### src/design/gbfr_pkg.sv
// Shared constants, types and the field read-out table of the frame receiver.
`default_nettype none

package gbfr_pkg;

	// Frame layout
	localparam int unsigned FRAME_LEN = 60;
	localparam int unsigned IDX_W = 6;
	localparam logic [IDX_W-1:0] LAST_IDX = 6'(FRAME_LEN - 1);
	localparam logic [IDX_W-1:0] SYNC1_IDX = 6'd1;
	localparam logic [IDX_W-1:0] CLASS_IDX = 6'd2;
	localparam logic [IDX_W-1:0] ID_IDX = 6'd3;
	localparam logic [IDX_W-1:0] CK_FIRST = 6'd2;
	localparam logic [IDX_W-1:0] CK_LAST = 6'd57;
	localparam logic [IDX_W-1:0] CK_A_IDX = 6'd58;

	// Sync and message id words, low byte first on the wire
	localparam logic [15:0] SYNC_WORD = 16'h62b5;
	localparam logic [15:0] MSG_ID_WORD = 16'h0601;

	// Frame offsets of the decoded fields (payload starts at frame byte 6)
	localparam logic [IDX_W-1:0] F_TOW = 6'd6;
	localparam logic [IDX_W-1:0] F_WEEK = 6'd14;
	localparam logic [IDX_W-1:0] F_FIX = 6'd16;
	localparam logic [IDX_W-1:0] F_X = 6'd18;
	localparam logic [IDX_W-1:0] F_Y = 6'd22;
	localparam logic [IDX_W-1:0] F_Z = 6'd26;
	localparam logic [IDX_W-1:0] F_ACC = 6'd30;
	localparam logic [IDX_W-1:0] F_SATS = 6'd53;

	// Frame memory: two banks of 64 bytes, bank select on the top address bit
	localparam int unsigned RAM_DEPTH = 128;
	localparam int unsigned RAM_AW = $clog2(RAM_DEPTH);

	// Number of frame bytes read back per frame
	localparam int unsigned NUM_READS = 24;
	localparam int unsigned RD_CNT_W = $clog2(NUM_READS);
	localparam logic [RD_CNT_W-1:0] LAST_READ = RD_CNT_W'(NUM_READS - 1);

	// Frame status codes
	localparam logic [1:0] ST_VALID = 2'd0;
	localparam logic [1:0] ST_BAD_ID = 2'd1;
	localparam logic [1:0] ST_BAD_CK = 2'd2;

	// Handoff from the byte collector to the read-out engine
	typedef struct packed {
		logic       start;
		logic       bank;
		logic [1:0] status;
	} frame_done_t;

	// Decoded navigation solution
	typedef struct packed {
		logic [1:0]         frame_status;
		logic [31:0]        time_of_week_ms;
		logic signed [15:0] week_number;
		logic [7:0]         fix_type;
		logic signed [31:0] ecef_x_cm;
		logic signed [31:0] ecef_y_cm;
		logic signed [31:0] ecef_z_cm;
		logic [31:0]        position_accuracy_cm;
		logic [7:0]         satellite_count;
	} nav_sol_t;

	// Frame offset of the n-th byte to read back
	function automatic logic [IDX_W-1:0] read_addr(input logic [RD_CNT_W-1:0] n);
		logic [IDX_W-1:0] nx;
		logic [IDX_W-1:0] a;
		nx = {1'b0, n};
		if (n < 5'd4) begin
			a = F_TOW + nx;
		end else if (n < 5'd6) begin
			a = F_WEEK + (nx - 6'd4);
		end else if (n == 5'd6) begin
			a = F_FIX;
		end else if (n < 5'd23) begin
			a = F_X + (nx - 6'd7);
		end else begin
			a = F_SATS;
		end
		return a;
	endfunction

endpackage

`default_nettype wire

### src/design/gbfr_in_if.sv
// Input channel: one received serial byte per item.
`default_nettype none

interface gbfr_in_if;
	logic       valid;
	logic       ready;
	logic [7:0] rx_byte;

	modport source(output valid, output rx_byte, input ready);
	modport sink(input valid, input rx_byte, output ready);
endinterface

`default_nettype wire

### src/design/gbfr_out_if.sv
// Output channel: one decoded navigation frame per item.
`default_nettype none

interface gbfr_out_if;
	logic               valid;
	logic               ready;
	logic [1:0]         frame_status;
	logic [31:0]        time_of_week_ms;
	logic signed [15:0] week_number;
	logic [7:0]         fix_type;
	logic signed [31:0] ecef_x_cm;
	logic signed [31:0] ecef_y_cm;
	logic signed [31:0] ecef_z_cm;
	logic [31:0]        position_accuracy_cm;
	logic [7:0]         satellite_count;

	modport source(output valid, input ready, output frame_status, output time_of_week_ms,
		output week_number, output fix_type, output ecef_x_cm, output ecef_y_cm,
		output ecef_z_cm, output position_accuracy_cm, output satellite_count);
	modport sink(input valid, output ready, input frame_status, input time_of_week_ms,
		input week_number, input fix_type, input ecef_x_cm, input ecef_y_cm,
		input ecef_z_cm, input position_accuracy_cm, input satellite_count);
endinterface

`default_nettype wire

### src/design/gbfr_ram.sv
// Generic single-clock RAM, one write port and one registered read port.
`default_nettype none

module gbfr_ram #(
	parameter int unsigned WIDTH = 8,
	parameter int unsigned DEPTH = 128
) (
	input  wire logic                     clk,
	input  wire logic                     we,
	input  wire logic [$clog2(DEPTH)-1:0] waddr,
	input  wire logic [WIDTH-1:0]         wdata,
	input  wire logic                     re,
	input  wire logic [$clog2(DEPTH)-1:0] raddr,
	output      logic [WIDTH-1:0]         rdata
);

	logic [WIDTH-1:0] mem [DEPTH];

	always_ff @(posedge clk) begin
		if (we) begin
			mem[waddr] <= wdata;
		end
		if (re) begin
			rdata <= mem[raddr];
		end
	end

endmodule

`default_nettype wire

### src/design/gbfr_readout.sv
// Read-out engine: fetches the field bytes of a finished frame and holds the result item.
`default_nettype none

module gbfr_readout (
	input  wire logic                           clk,
	input  wire logic                           arst_n,
	input  wire gbfr_pkg::frame_done_t          done,
	output      logic                           busy,
	output      logic                           rd_en,
	output      logic [gbfr_pkg::RAM_AW-1:0]    rd_addr,
	input  wire logic [7:0]                     rd_data,
	gbfr_out_if.source                          nav
);

	logic                              reading_q;
	logic [gbfr_pkg::RD_CNT_W-1:0]     cnt_q;
	logic                              bank_q;
	logic                              rd_en_s1;
	logic                              last_s1;
	logic [gbfr_pkg::IDX_W-1:0]        fidx_s1;
	logic                              full_q;
	logic                              out_valid_q;
	gbfr_pkg::nav_sol_t                asm_q;
	gbfr_pkg::nav_sol_t                out_q;
	logic [gbfr_pkg::IDX_W-1:0]        fidx;
	logic [1:0]                        lane;
	logic                              handoff;

	// Address of the current read
	assign fidx = gbfr_pkg::read_addr(cnt_q);
	assign rd_en = reading_q;
	assign rd_addr = {bank_q, fidx};

	// Byte lane inside a 32-bit field: all 4-byte fields start at offset 2 mod 4
	assign lane = fidx_s1[1:0] - 2'd2;

	assign handoff = full_q && (!out_valid_q || nav.ready);
	assign busy = reading_q || rd_en_s1 || full_q;

	// Read sequencer
	always_ff @(posedge clk or negedge arst_n) begin
		if (!arst_n) begin
			reading_q <= 1'b0;
			cnt_q <= '0;
			bank_q <= 1'b0;
			rd_en_s1 <= 1'b0;
			last_s1 <= 1'b0;
			full_q <= 1'b0;
		end else begin
			rd_en_s1 <= reading_q;
			last_s1 <= reading_q && (cnt_q == gbfr_pkg::LAST_READ);
			if (done.start) begin
				reading_q <= 1'b1;
				cnt_q <= '0;
				bank_q <= done.bank;
			end else if (reading_q) begin
				if (cnt_q == gbfr_pkg::LAST_READ) begin
					reading_q <= 1'b0;
				end
				cnt_q <= cnt_q + 1'b1;
			end
			if (rd_en_s1 && last_s1) begin
				full_q <= 1'b1;
			end else if (handoff) begin
				full_q <= 1'b0;
			end
		end
	end

	// Offset of the byte in flight
	always_ff @(posedge clk) begin
		fidx_s1 <= fidx;
	end

	// Field assembly from returned bytes
	always_ff @(posedge clk) begin
		if (done.start) begin
			asm_q.frame_status <= done.status;
		end
		if (rd_en_s1) begin
			case (fidx_s1) inside
				[gbfr_pkg::F_TOW:gbfr_pkg::F_TOW + 6'd3]:
					asm_q.time_of_week_ms[{lane, 3'b000} +: 8] <= rd_data;
				[gbfr_pkg::F_WEEK:gbfr_pkg::F_WEEK + 6'd1]:
					asm_q.week_number[{lane[0], 3'b000} +: 8] <= rd_data;
				gbfr_pkg::F_FIX:
					asm_q.fix_type <= rd_data;
				[gbfr_pkg::F_X:gbfr_pkg::F_X + 6'd3]:
					asm_q.ecef_x_cm[{lane, 3'b000} +: 8] <= rd_data;
				[gbfr_pkg::F_Y:gbfr_pkg::F_Y + 6'd3]:
					asm_q.ecef_y_cm[{lane, 3'b000} +: 8] <= rd_data;
				[gbfr_pkg::F_Z:gbfr_pkg::F_Z + 6'd3]:
					asm_q.ecef_z_cm[{lane, 3'b000} +: 8] <= rd_data;
				[gbfr_pkg::F_ACC:gbfr_pkg::F_ACC + 6'd3]:
					asm_q.position_accuracy_cm[{lane, 3'b000} +: 8] <= rd_data;
				gbfr_pkg::F_SATS:
					asm_q.satellite_count <= rd_data;
				default: begin
				end
			endcase
		end
	end

	// Output register
	always_ff @(posedge clk or negedge arst_n) begin
		if (!arst_n) begin
			out_valid_q <= 1'b0;
		end else if (handoff) begin
			out_valid_q <= 1'b1;
		end else if (nav.ready) begin
			out_valid_q <= 1'b0;
		end
	end

	always_ff @(posedge clk) begin
		if (handoff) begin
			out_q <= asm_q;
		end
	end

	assign nav.valid = out_valid_q;
	assign nav.frame_status = out_q.frame_status;
	assign nav.time_of_week_ms = out_q.time_of_week_ms;
	assign nav.week_number = out_q.week_number;
	assign nav.fix_type = out_q.fix_type;
	assign nav.ecef_x_cm = out_q.ecef_x_cm;
	assign nav.ecef_y_cm = out_q.ecef_y_cm;
	assign nav.ecef_z_cm = out_q.ecef_z_cm;
	assign nav.position_accuracy_cm = out_q.position_accuracy_cm;
	assign nav.satellite_count = out_q.satellite_count;

endmodule

`default_nettype wire

### src/design/gnss_binary_frame_receiver.sv
// Top level of the GNSS binary navigation-solution frame receiver.
// The receiver takes one serial byte per cycle and collects 60-byte frames that open with
// the sync bytes 0xB5 0x62; a byte that breaks sync is dropped and the hunt restarts with
// the following byte. Each accepted frame byte is written into a 128x8 frame memory split
// into two 64-byte banks, so one frame fills a bank while the previous one is read back.
// Class/id and the 8-bit Fletcher checksum over bytes 2..57 are checked on the fly as the
// bytes pass. After the last byte the read-out engine fetches the 24 field bytes through
// the memory's single read port, one per cycle, and assembles them into one result item.
// Input is taken every cycle; it stalls only when the last byte of a frame arrives
// while the read-out engine still holds the previous frame's result because an
// older result item waits untaken at the output.
// Status 0 is a good frame, 1 a wrong class or id (checked first), 2 a checksum mismatch;
// the fields are reported either way. The memory needs no clearing after reset.
`default_nettype none

module gnss_binary_frame_receiver (
	input wire logic   clk,
	input wire logic   arst_n,
	gbfr_in_if.sink    rx,
	gbfr_out_if.source nav
);

	logic [gbfr_pkg::IDX_W-1:0] idx_q;
	logic [7:0]                 sum_a_q;
	logic [7:0]                 sum_b_q;
	logic                       bank_q;
	logic                       class_ok_q;
	logic                       id_ok_q;
	logic                       ck_a_ok_q;
	logic [7:0]                 c;
	logic                       accept;
	logic                       take;
	logic                       last;
	logic                       in_ck;
	logic [7:0]                 sum_a_nxt;
	logic [7:0]                 sum_b_nxt;
	logic                       busy;
	logic                       rd_en;
	logic [gbfr_pkg::RAM_AW-1:0] rd_addr;
	logic [7:0]                 rd_data;
	gbfr_pkg::frame_done_t      done;

	assign c = rx.rx_byte;
	assign accept = rx.valid && rx.ready;
	assign last = (idx_q == gbfr_pkg::LAST_IDX);

	// Sync check on the first two bytes; out-of-range index falls back to hunting
	always_comb begin
		if (idx_q == '0) begin
			take = (c == gbfr_pkg::SYNC_WORD[7:0]);
		end else if (idx_q == gbfr_pkg::SYNC1_IDX) begin
			take = (c == gbfr_pkg::SYNC_WORD[15:8]);
		end else begin
			take = (idx_q <= gbfr_pkg::LAST_IDX);
		end
	end

	// Running Fletcher sums
	assign in_ck = (idx_q >= gbfr_pkg::CK_FIRST) && (idx_q <= gbfr_pkg::CK_LAST);
	assign sum_a_nxt = sum_a_q + c;
	assign sum_b_nxt = sum_b_q + sum_a_nxt;

	// Stall the closing byte while the read-out engine still holds a frame
	assign rx.ready = !(last && busy);

	// Frame completion and status
	always_comb begin
		done.start = accept && take && last;
		done.bank = bank_q;
		if (!id_ok_q) begin
			done.status = gbfr_pkg::ST_BAD_ID;
		end else if (!ck_a_ok_q || (c != sum_b_q)) begin
			done.status = gbfr_pkg::ST_BAD_CK;
		end else begin
			done.status = gbfr_pkg::ST_VALID;
		end
	end

	// Byte index, sums and bank select
	always_ff @(posedge clk or negedge arst_n) begin
		if (!arst_n) begin
			idx_q <= '0;
			sum_a_q <= '0;
			sum_b_q <= '0;
			bank_q <= 1'b0;
		end else if (accept) begin
			if (!take) begin
				idx_q <= '0;
			end else if (last) begin
				idx_q <= '0;
				sum_a_q <= '0;
				sum_b_q <= '0;
				bank_q <= !bank_q;
			end else begin
				idx_q <= idx_q + 1'b1;
				if (idx_q == '0) begin
					sum_a_q <= '0;
					sum_b_q <= '0;
				end else if (in_ck) begin
					sum_a_q <= sum_a_nxt;
					sum_b_q <= sum_b_nxt;
				end
			end
		end
	end

	// Header and checksum flags, captured as their bytes pass
	always_ff @(posedge clk) begin
		if (accept && take) begin
			if (idx_q == gbfr_pkg::CLASS_IDX) begin
				class_ok_q <= (c == gbfr_pkg::MSG_ID_WORD[7:0]);
			end
			if (idx_q == gbfr_pkg::ID_IDX) begin
				id_ok_q <= class_ok_q && (c == gbfr_pkg::MSG_ID_WORD[15:8]);
			end
			if (idx_q == gbfr_pkg::CK_A_IDX) begin
				ck_a_ok_q <= (c == sum_a_q);
			end
		end
	end

	// Frame memory
	gbfr_ram #(
		.WIDTH(8),
		.DEPTH(gbfr_pkg::RAM_DEPTH)
	) u_frame_ram (
		.clk  (clk),
		.we   (accept && take),
		.waddr({bank_q, idx_q}),
		.wdata(c),
		.re   (rd_en),
		.raddr(rd_addr),
		.rdata(rd_data)
	);

	gbfr_readout u_readout (
		.clk    (clk),
		.arst_n (arst_n),
		.done   (done),
		.busy   (busy),
		.rd_en  (rd_en),
		.rd_addr(rd_addr),
		.rd_data(rd_data),
		.nav    (nav)
	);

endmodule

`default_nettype wire

### src/flat_wrapper.sv
// flat-port wrapper written by rule: the top's interface ports become plain ports
module gnss_binary_frame_receiver_flat 
  (clk, arst_n, rx_valid, rx_rx_byte, rx_ready, nav_valid, nav_ready, nav_frame_status, nav_time_of_week_ms, nav_week_number, nav_fix_type, nav_ecef_x_cm, nav_ecef_y_cm, nav_ecef_z_cm, nav_position_accuracy_cm, nav_satellite_count);
  gbfr_in_if rx_i ();
  gbfr_out_if nav_i ();
  input wire logic clk;
  input wire logic arst_n;
  input wire logic [$bits(rx_i.valid)-1:0] rx_valid;
  input wire logic [$bits(rx_i.rx_byte)-1:0] rx_rx_byte;
  output wire logic [$bits(rx_i.ready)-1:0] rx_ready;
  output wire logic [$bits(nav_i.valid)-1:0] nav_valid;
  input wire logic [$bits(nav_i.ready)-1:0] nav_ready;
  output wire logic [$bits(nav_i.frame_status)-1:0] nav_frame_status;
  output wire logic [$bits(nav_i.time_of_week_ms)-1:0] nav_time_of_week_ms;
  output wire logic [$bits(nav_i.week_number)-1:0] nav_week_number;
  output wire logic [$bits(nav_i.fix_type)-1:0] nav_fix_type;
  output wire logic [$bits(nav_i.ecef_x_cm)-1:0] nav_ecef_x_cm;
  output wire logic [$bits(nav_i.ecef_y_cm)-1:0] nav_ecef_y_cm;
  output wire logic [$bits(nav_i.ecef_z_cm)-1:0] nav_ecef_z_cm;
  output wire logic [$bits(nav_i.position_accuracy_cm)-1:0] nav_position_accuracy_cm;
  output wire logic [$bits(nav_i.satellite_count)-1:0] nav_satellite_count;
  assign rx_i.valid = rx_valid;
  assign rx_i.rx_byte = rx_rx_byte;
  assign rx_ready = rx_i.ready;
  assign nav_valid = nav_i.valid;
  assign nav_i.ready = nav_ready;
  assign nav_frame_status = nav_i.frame_status;
  assign nav_time_of_week_ms = nav_i.time_of_week_ms;
  assign nav_week_number = nav_i.week_number;
  assign nav_fix_type = nav_i.fix_type;
  assign nav_ecef_x_cm = nav_i.ecef_x_cm;
  assign nav_ecef_y_cm = nav_i.ecef_y_cm;
  assign nav_ecef_z_cm = nav_i.ecef_z_cm;
  assign nav_position_accuracy_cm = nav_i.position_accuracy_cm;
  assign nav_satellite_count = nav_i.satellite_count;
  gnss_binary_frame_receiver u_core (.clk(clk), .arst_n(arst_n), .rx(rx_i), .nav(nav_i));
endmodule
### config.mk
export PLATFORM = sky130hd
export DESIGN_NAME = gnss_binary_frame_receiver_flat
export DESIGN_NICKNAME = d
export VERILOG_FILES = /design/src/design/gbfr_pkg.sv /design/src/design/gbfr_in_if.sv /design/src/design/gbfr_out_if.sv /design/src/design/gbfr_ram.sv /design/src/design/gbfr_readout.sv /design/src/design/gnss_binary_frame_receiver.sv /design/src/flat_wrapper.sv
export SDC_FILE = /design/constraint.sdc
export NUM_CORES = 2
export LEC_CHECK = 0
export BUFFER_PORTS_ARGS = -buffer_cell sky130_fd_sc_hd__buf_2
export CAP_MARGIN = 40
export CORE_UTILIZATION = 45
export DETAILED_ROUTE_END_ITERATION = 10
export GPL_TIMING_DRIVEN = 0
export PLACE_DENSITY = 0.7
export RECOVER_POWER = 25
export SLEW_MARGIN = 15
export SYNTH_ARGS = -nofsm -noshare
export SYNTH_HDL_FRONTEND = slang
export SYNTH_SLANG_ARGS = --single-unit
### constraint.sdc
create_clock -name clk -period 5.7 [get_ports clk]
set_input_delay 1.14 -clock clk [delete_from_list [all_inputs] [get_ports clk]]
set_output_delay 1.14 -clock clk [all_outputs]
set_load 0.02 [all_outputs]
==> metrics.md <==
| Metric | Value |
|---|---|
| Status | `complete, but fails checks` |
| Violated checks | `max-capacitance violations, max-slew violations` |
| Tmin final | `about 5300 ps` |
| Comb pwr share | `between 3 and 4%` |
| Sw Share | `between 20% and 30%` |
| Max-cap violations | `3` |
| Asr flop ratio synth | `2.97%` |
| Reg-to-Reg End | `u_core.u_frame_ram.rdata[5]$_DFFE_PP_` |
| Die Ht | `approximately 310 um` |
| Non-Filler Instances | `about 4200` |
| Crit Path Max Fanout | `10` |
| Commonest non-fill, non-tap cell in the layout | `edfxtp_1` |
| WL/cell | `25.7 um` |
| Final TNS setup | `0 ps` |
| Most frequent cells in the layout | `edfxtp_1 (1103), buf_2 (232), nor2_1 (169), nand2_1 (139), clkbuf_16 (112)` |
| Flop-to-flop setup slack | `approximately 380 ps` |
| Io pins | `208` |
| Area delta synth->final | `15.5%` |
| Max Freq | `0.188 GHz` |
| Die width | `around 310 um` |
| Post-CTS Setup Bufs | `0` |
| CTS Buf Count | `between 100 and 150` |
| Worst slew pin tran | `roughly 3600 ps` |
| Clk slew on worst S/H paths | `~60 ps` |
| WP data required | `6240 ps` |
| Final hold vios | `0` |
| CP Launch Type | `register` |
| Die area | `~98000 um2` |
| Yosys reg bits | `about 1100` |
| Critical path launch point | `u_core.u_readout.cnt_q[2]$_DFFE_PN0P_` |
| Finished Cell Area | `just over 50000 um2` |
| Mapped cell area | `43700 um2` |
| Pins Over Slew Limit | `around 160` |
| Clock Skew | `between 40 and 50 ps` |
| HPWL after DPL | `72.8 mm` |
| Worst Path Arrival | `between 5000 and 6000 ps` |
| RSZ-0062 raised after global routing | `false` |
| # H-tree levels | `3` |
| Clk pwr share | `42.5%` |
| Syn_area_per_cell | `approximately 18 um2` |
| Core footprint | `roughly 96000 um2` |
| DR pass1 iterations | `6` |
| Initial antenna violation count | `6` |
| Post-Synthesis Cells | `~2500` |
| Flop pwr share | `between 50% and 60%` |
| Dpl cells | `approximately 3900` |
| Net switching power | `roughly 3.6 mW` |
| PostCTS Resize Cnt | `0` |
| Int Power | `between 10 and 15 mW` |
| Sequential share of the synthesized area | `between 70% and 80%` |
| Final Util | `between 50 and 60%` |
| Syn nets | `2494` |
| Vias | `~24000` |
| WS Path Type | `reg2reg` |
| Starting DRT DRC Count | `around 2700` |
| DR DRC count | `0` |
| DRT Wirelength | `between 100 and 150 mm` |
| GPL Wtd Cong | `roughly 0.94` |
| Top FF cell, synth | `edfxtp_1` |
| Yosys cell types | `70` |
| # rows | `~110` |
| CP endpoint kind | `register` |
| Grt ovf | `0` |
| Leak | `between 15 and 20 nW` |
| Vias in the first global route | `~24000` |
| Share of layout cells above drive strength 1 | `a little over a fifth` |
| Longest Clk Path Bufs | `3` |
| Total GRT Usage | `21.6%` |
| Reg-to-Reg Start | `u_core.u_readout.cnt_q[2]$_DFFE_PN0P_` |
| Starting Density | `between 40% and 50%` |
| Final Cycle Share | `between 90% and 100%` |
| First-pass GRT wire length | `approximately 160 mm` |
| DP Area | `around 47000 um2` |
| Power density cells | `341 nW/um2` |
| Post-DRT Antenna Nets | `0` |
| VDD IR-drop max | `about 0.00024 V` |
| # nets final | `roughly 2900` |
| CTS tree | `built` |
| CTS Hold Buffers Added | `0` |
| Worst Hold Class | `in2async` |
| Min Hold Slack | `about 260 ps` |
| Synth warn | `0` |
| Number of enable flip-flop cells after synthesis | `1103` |
| Pin count of the biggest net entering global routing | `between 80 and 90` |
| CTS Root Cell | `clkbuf_16` |
| CP endpoint | `u_core.u_frame_ram.rdata[5]$_DFFE_PP_` |
| Worst-Skew Late Latency | `710 ps` |
| Vias/cell | `slightly below 6` |
| Final setup vio count | `0` |
| IO buf count | `about 210` |
| Clk sinks | `1143` |
| Worst-case reg-to-reg path depth | `13` |
| Relative slew slack | `-137%` |
through the flow:
stage / power [mW] / setup slack [ps]
floorplan: 9.82 / 1610
global placement: 10.0 / -970
detailed placement: 10.1 / -125
CTS: 17.3 / 243
global route: 17.7 / 237
finish: 17.2 / 380
state kept, by name (all words and copies together), names as in the netlist, 2 cells and up:
name / count
u_core.u_readout.nav.week_number: 16
u_core.u_frame_ram.rdata: 8
u_core.u_readout.nav.ecef_y_cm: 32
u_core.u_readout.cnt_q: 5
u_core.u_readout.nav.position_accuracy_cm: 32
u_core.u_readout.nav.ecef_x_cm: 32
u_core.u_readout.fidx_s1: 6
u_core.u_readout.nav.satellite_count: 8
u_core.u_readout.nav.time_of_week_ms: 32
u_core.u_readout.nav.fix_type: 8
u_core.idx_q: 6
u_core.u_frame_ram.mem: 704
u_core.sum_b_q: 8
u_core.u_readout.nav.ecef_z_cm: 32
u_core.u_readout.asm_q: 194
u_core.sum_a_q: 8
u_core.u_readout.nav.frame_status: 2
worst max-delay path, cell delays in order (launching register included):
cell	delay (ps)
dfrtp_1	520
clkbuf_1	390
inv_1	160
ha_1	350
a211oi_1	240
a221o_1	480
clkbuf_1	520
buf_2	410
clkbuf_1	630
o211ai_1	240
o211ai_1	310
nand4b_1	230
nor4_1	360
clkdlybuf4s15_2	330
worst min path at each step:
stage	endpoint	slack [ps]	depth (start not counted)
after detailed placement	u_core.u_readout.nav.ecef_y_cm[17]$_DFFE_PP_	400	0
after floorplan	u_core.u_readout.nav.ecef_x_cm[0]$_DFFE_PP_	400	0
after global placement	u_core.u_readout.nav.ecef_x_cm[26]$_DFFE_PP_	400	0
after global routing	u_core.sum_a_q[4]$_DFFE_PN0P_	250	1
final	u_core.sum_a_q[4]$_DFFE_PN0P_	260	1
after CTS	u_core.u_readout.nav.week_number[5]$_DFFE_PP_	410	0
routing by layer:
layer / part of all wire [%] / track usage [%] / vias to the layer above / wire [um]
met5: 0.012 / 0 / - / 13
li1: - / - / 10430 / -
met3: 9.1 / 3.96 / 187 / 9750
met1: 39 / 28.9 / 12148 / 42100
met4: 3.2 / 7.67 / 2 / 3460
met2: 48 / 35.6 / 1313 / 51700
power by group through the flow:
stage	Clock (mW)	Sequential [mW]	Combinational, mW
after floorplan	0	9.42	0.400
after global placement	0	9.43	0.582
after detailed placement	0	9.43	0.636
after CTS	7.38	9.25	0.638
after global routing	7.70	9.25	0.709
final	7.30	9.25	0.637
area by class of cell:
class / count / area, um2
Buffer: 130 / 594
Clock inverter: 73 / 713
Sequential cell: 1143 / 34100
Inverter: 40 / 151
Antenna cell: 2 / 5.00
Timing Repair Buffer: 249 / 1540
Multi-Input combinational cell: 1137 / 8830
Clock buffer: 132 / 2930
Fill cell: 7543 / 45100
Tap cell: 1265 / 1580
cell usage after synthesis, types with 16 or more instances:
| cell type | n | area (um2) |
|---|---|---|
| edfxtp_1 | 1103 | 33100 |
| nor2_1 | 169 | 634 |
| nand2_1 | 139 | 522 |
| mux4_2 | 78 | 1760 |
| clkbuf_1 | 76 | 285 |
| mux2_2 | 72 | 811 |
| o31a_1 | 71 | 622 |
| a211oi_1 | 68 | 510 |
| nand3_1 | 43 | 215 |
| o21ai_0 | 41 | 205 |
| inv_1 | 36 | 135 |
| dfrtp_1 | 34 | 851 |
| o21bai_1 | 34 | 255 |
| and2_1 | 33 | 206 |
| buf_2 | 31 | 155 |
| ha_1 | 30 | 375 |
| mux2i_1 | 30 | 300 |
| o22ai_1 | 30 | 188 |
| nor3_1 | 25 | 125 |
| a22o_1 | 24 | 210 |
| a21oi_1 | 23 | 115 |
| and3_1 | 18 | 113 |
| nor2b_1 | 16 | 100 |
cells by family after synthesis:
| kind of cell | synth area share (%) |
|---|---|
| xor gates and xnor gates | 0.556 |
| adders and majority gates | 0.952 |
| buffers and inverters | 1.71 |
| DFF | 78.1 |
| and+or+nand+nor | 5.49 |
| muxes | 6.57 |
| AOI/OAI and AO/OA | 6.62 |
Note: power is estimated with default switching activity, not from simulation.
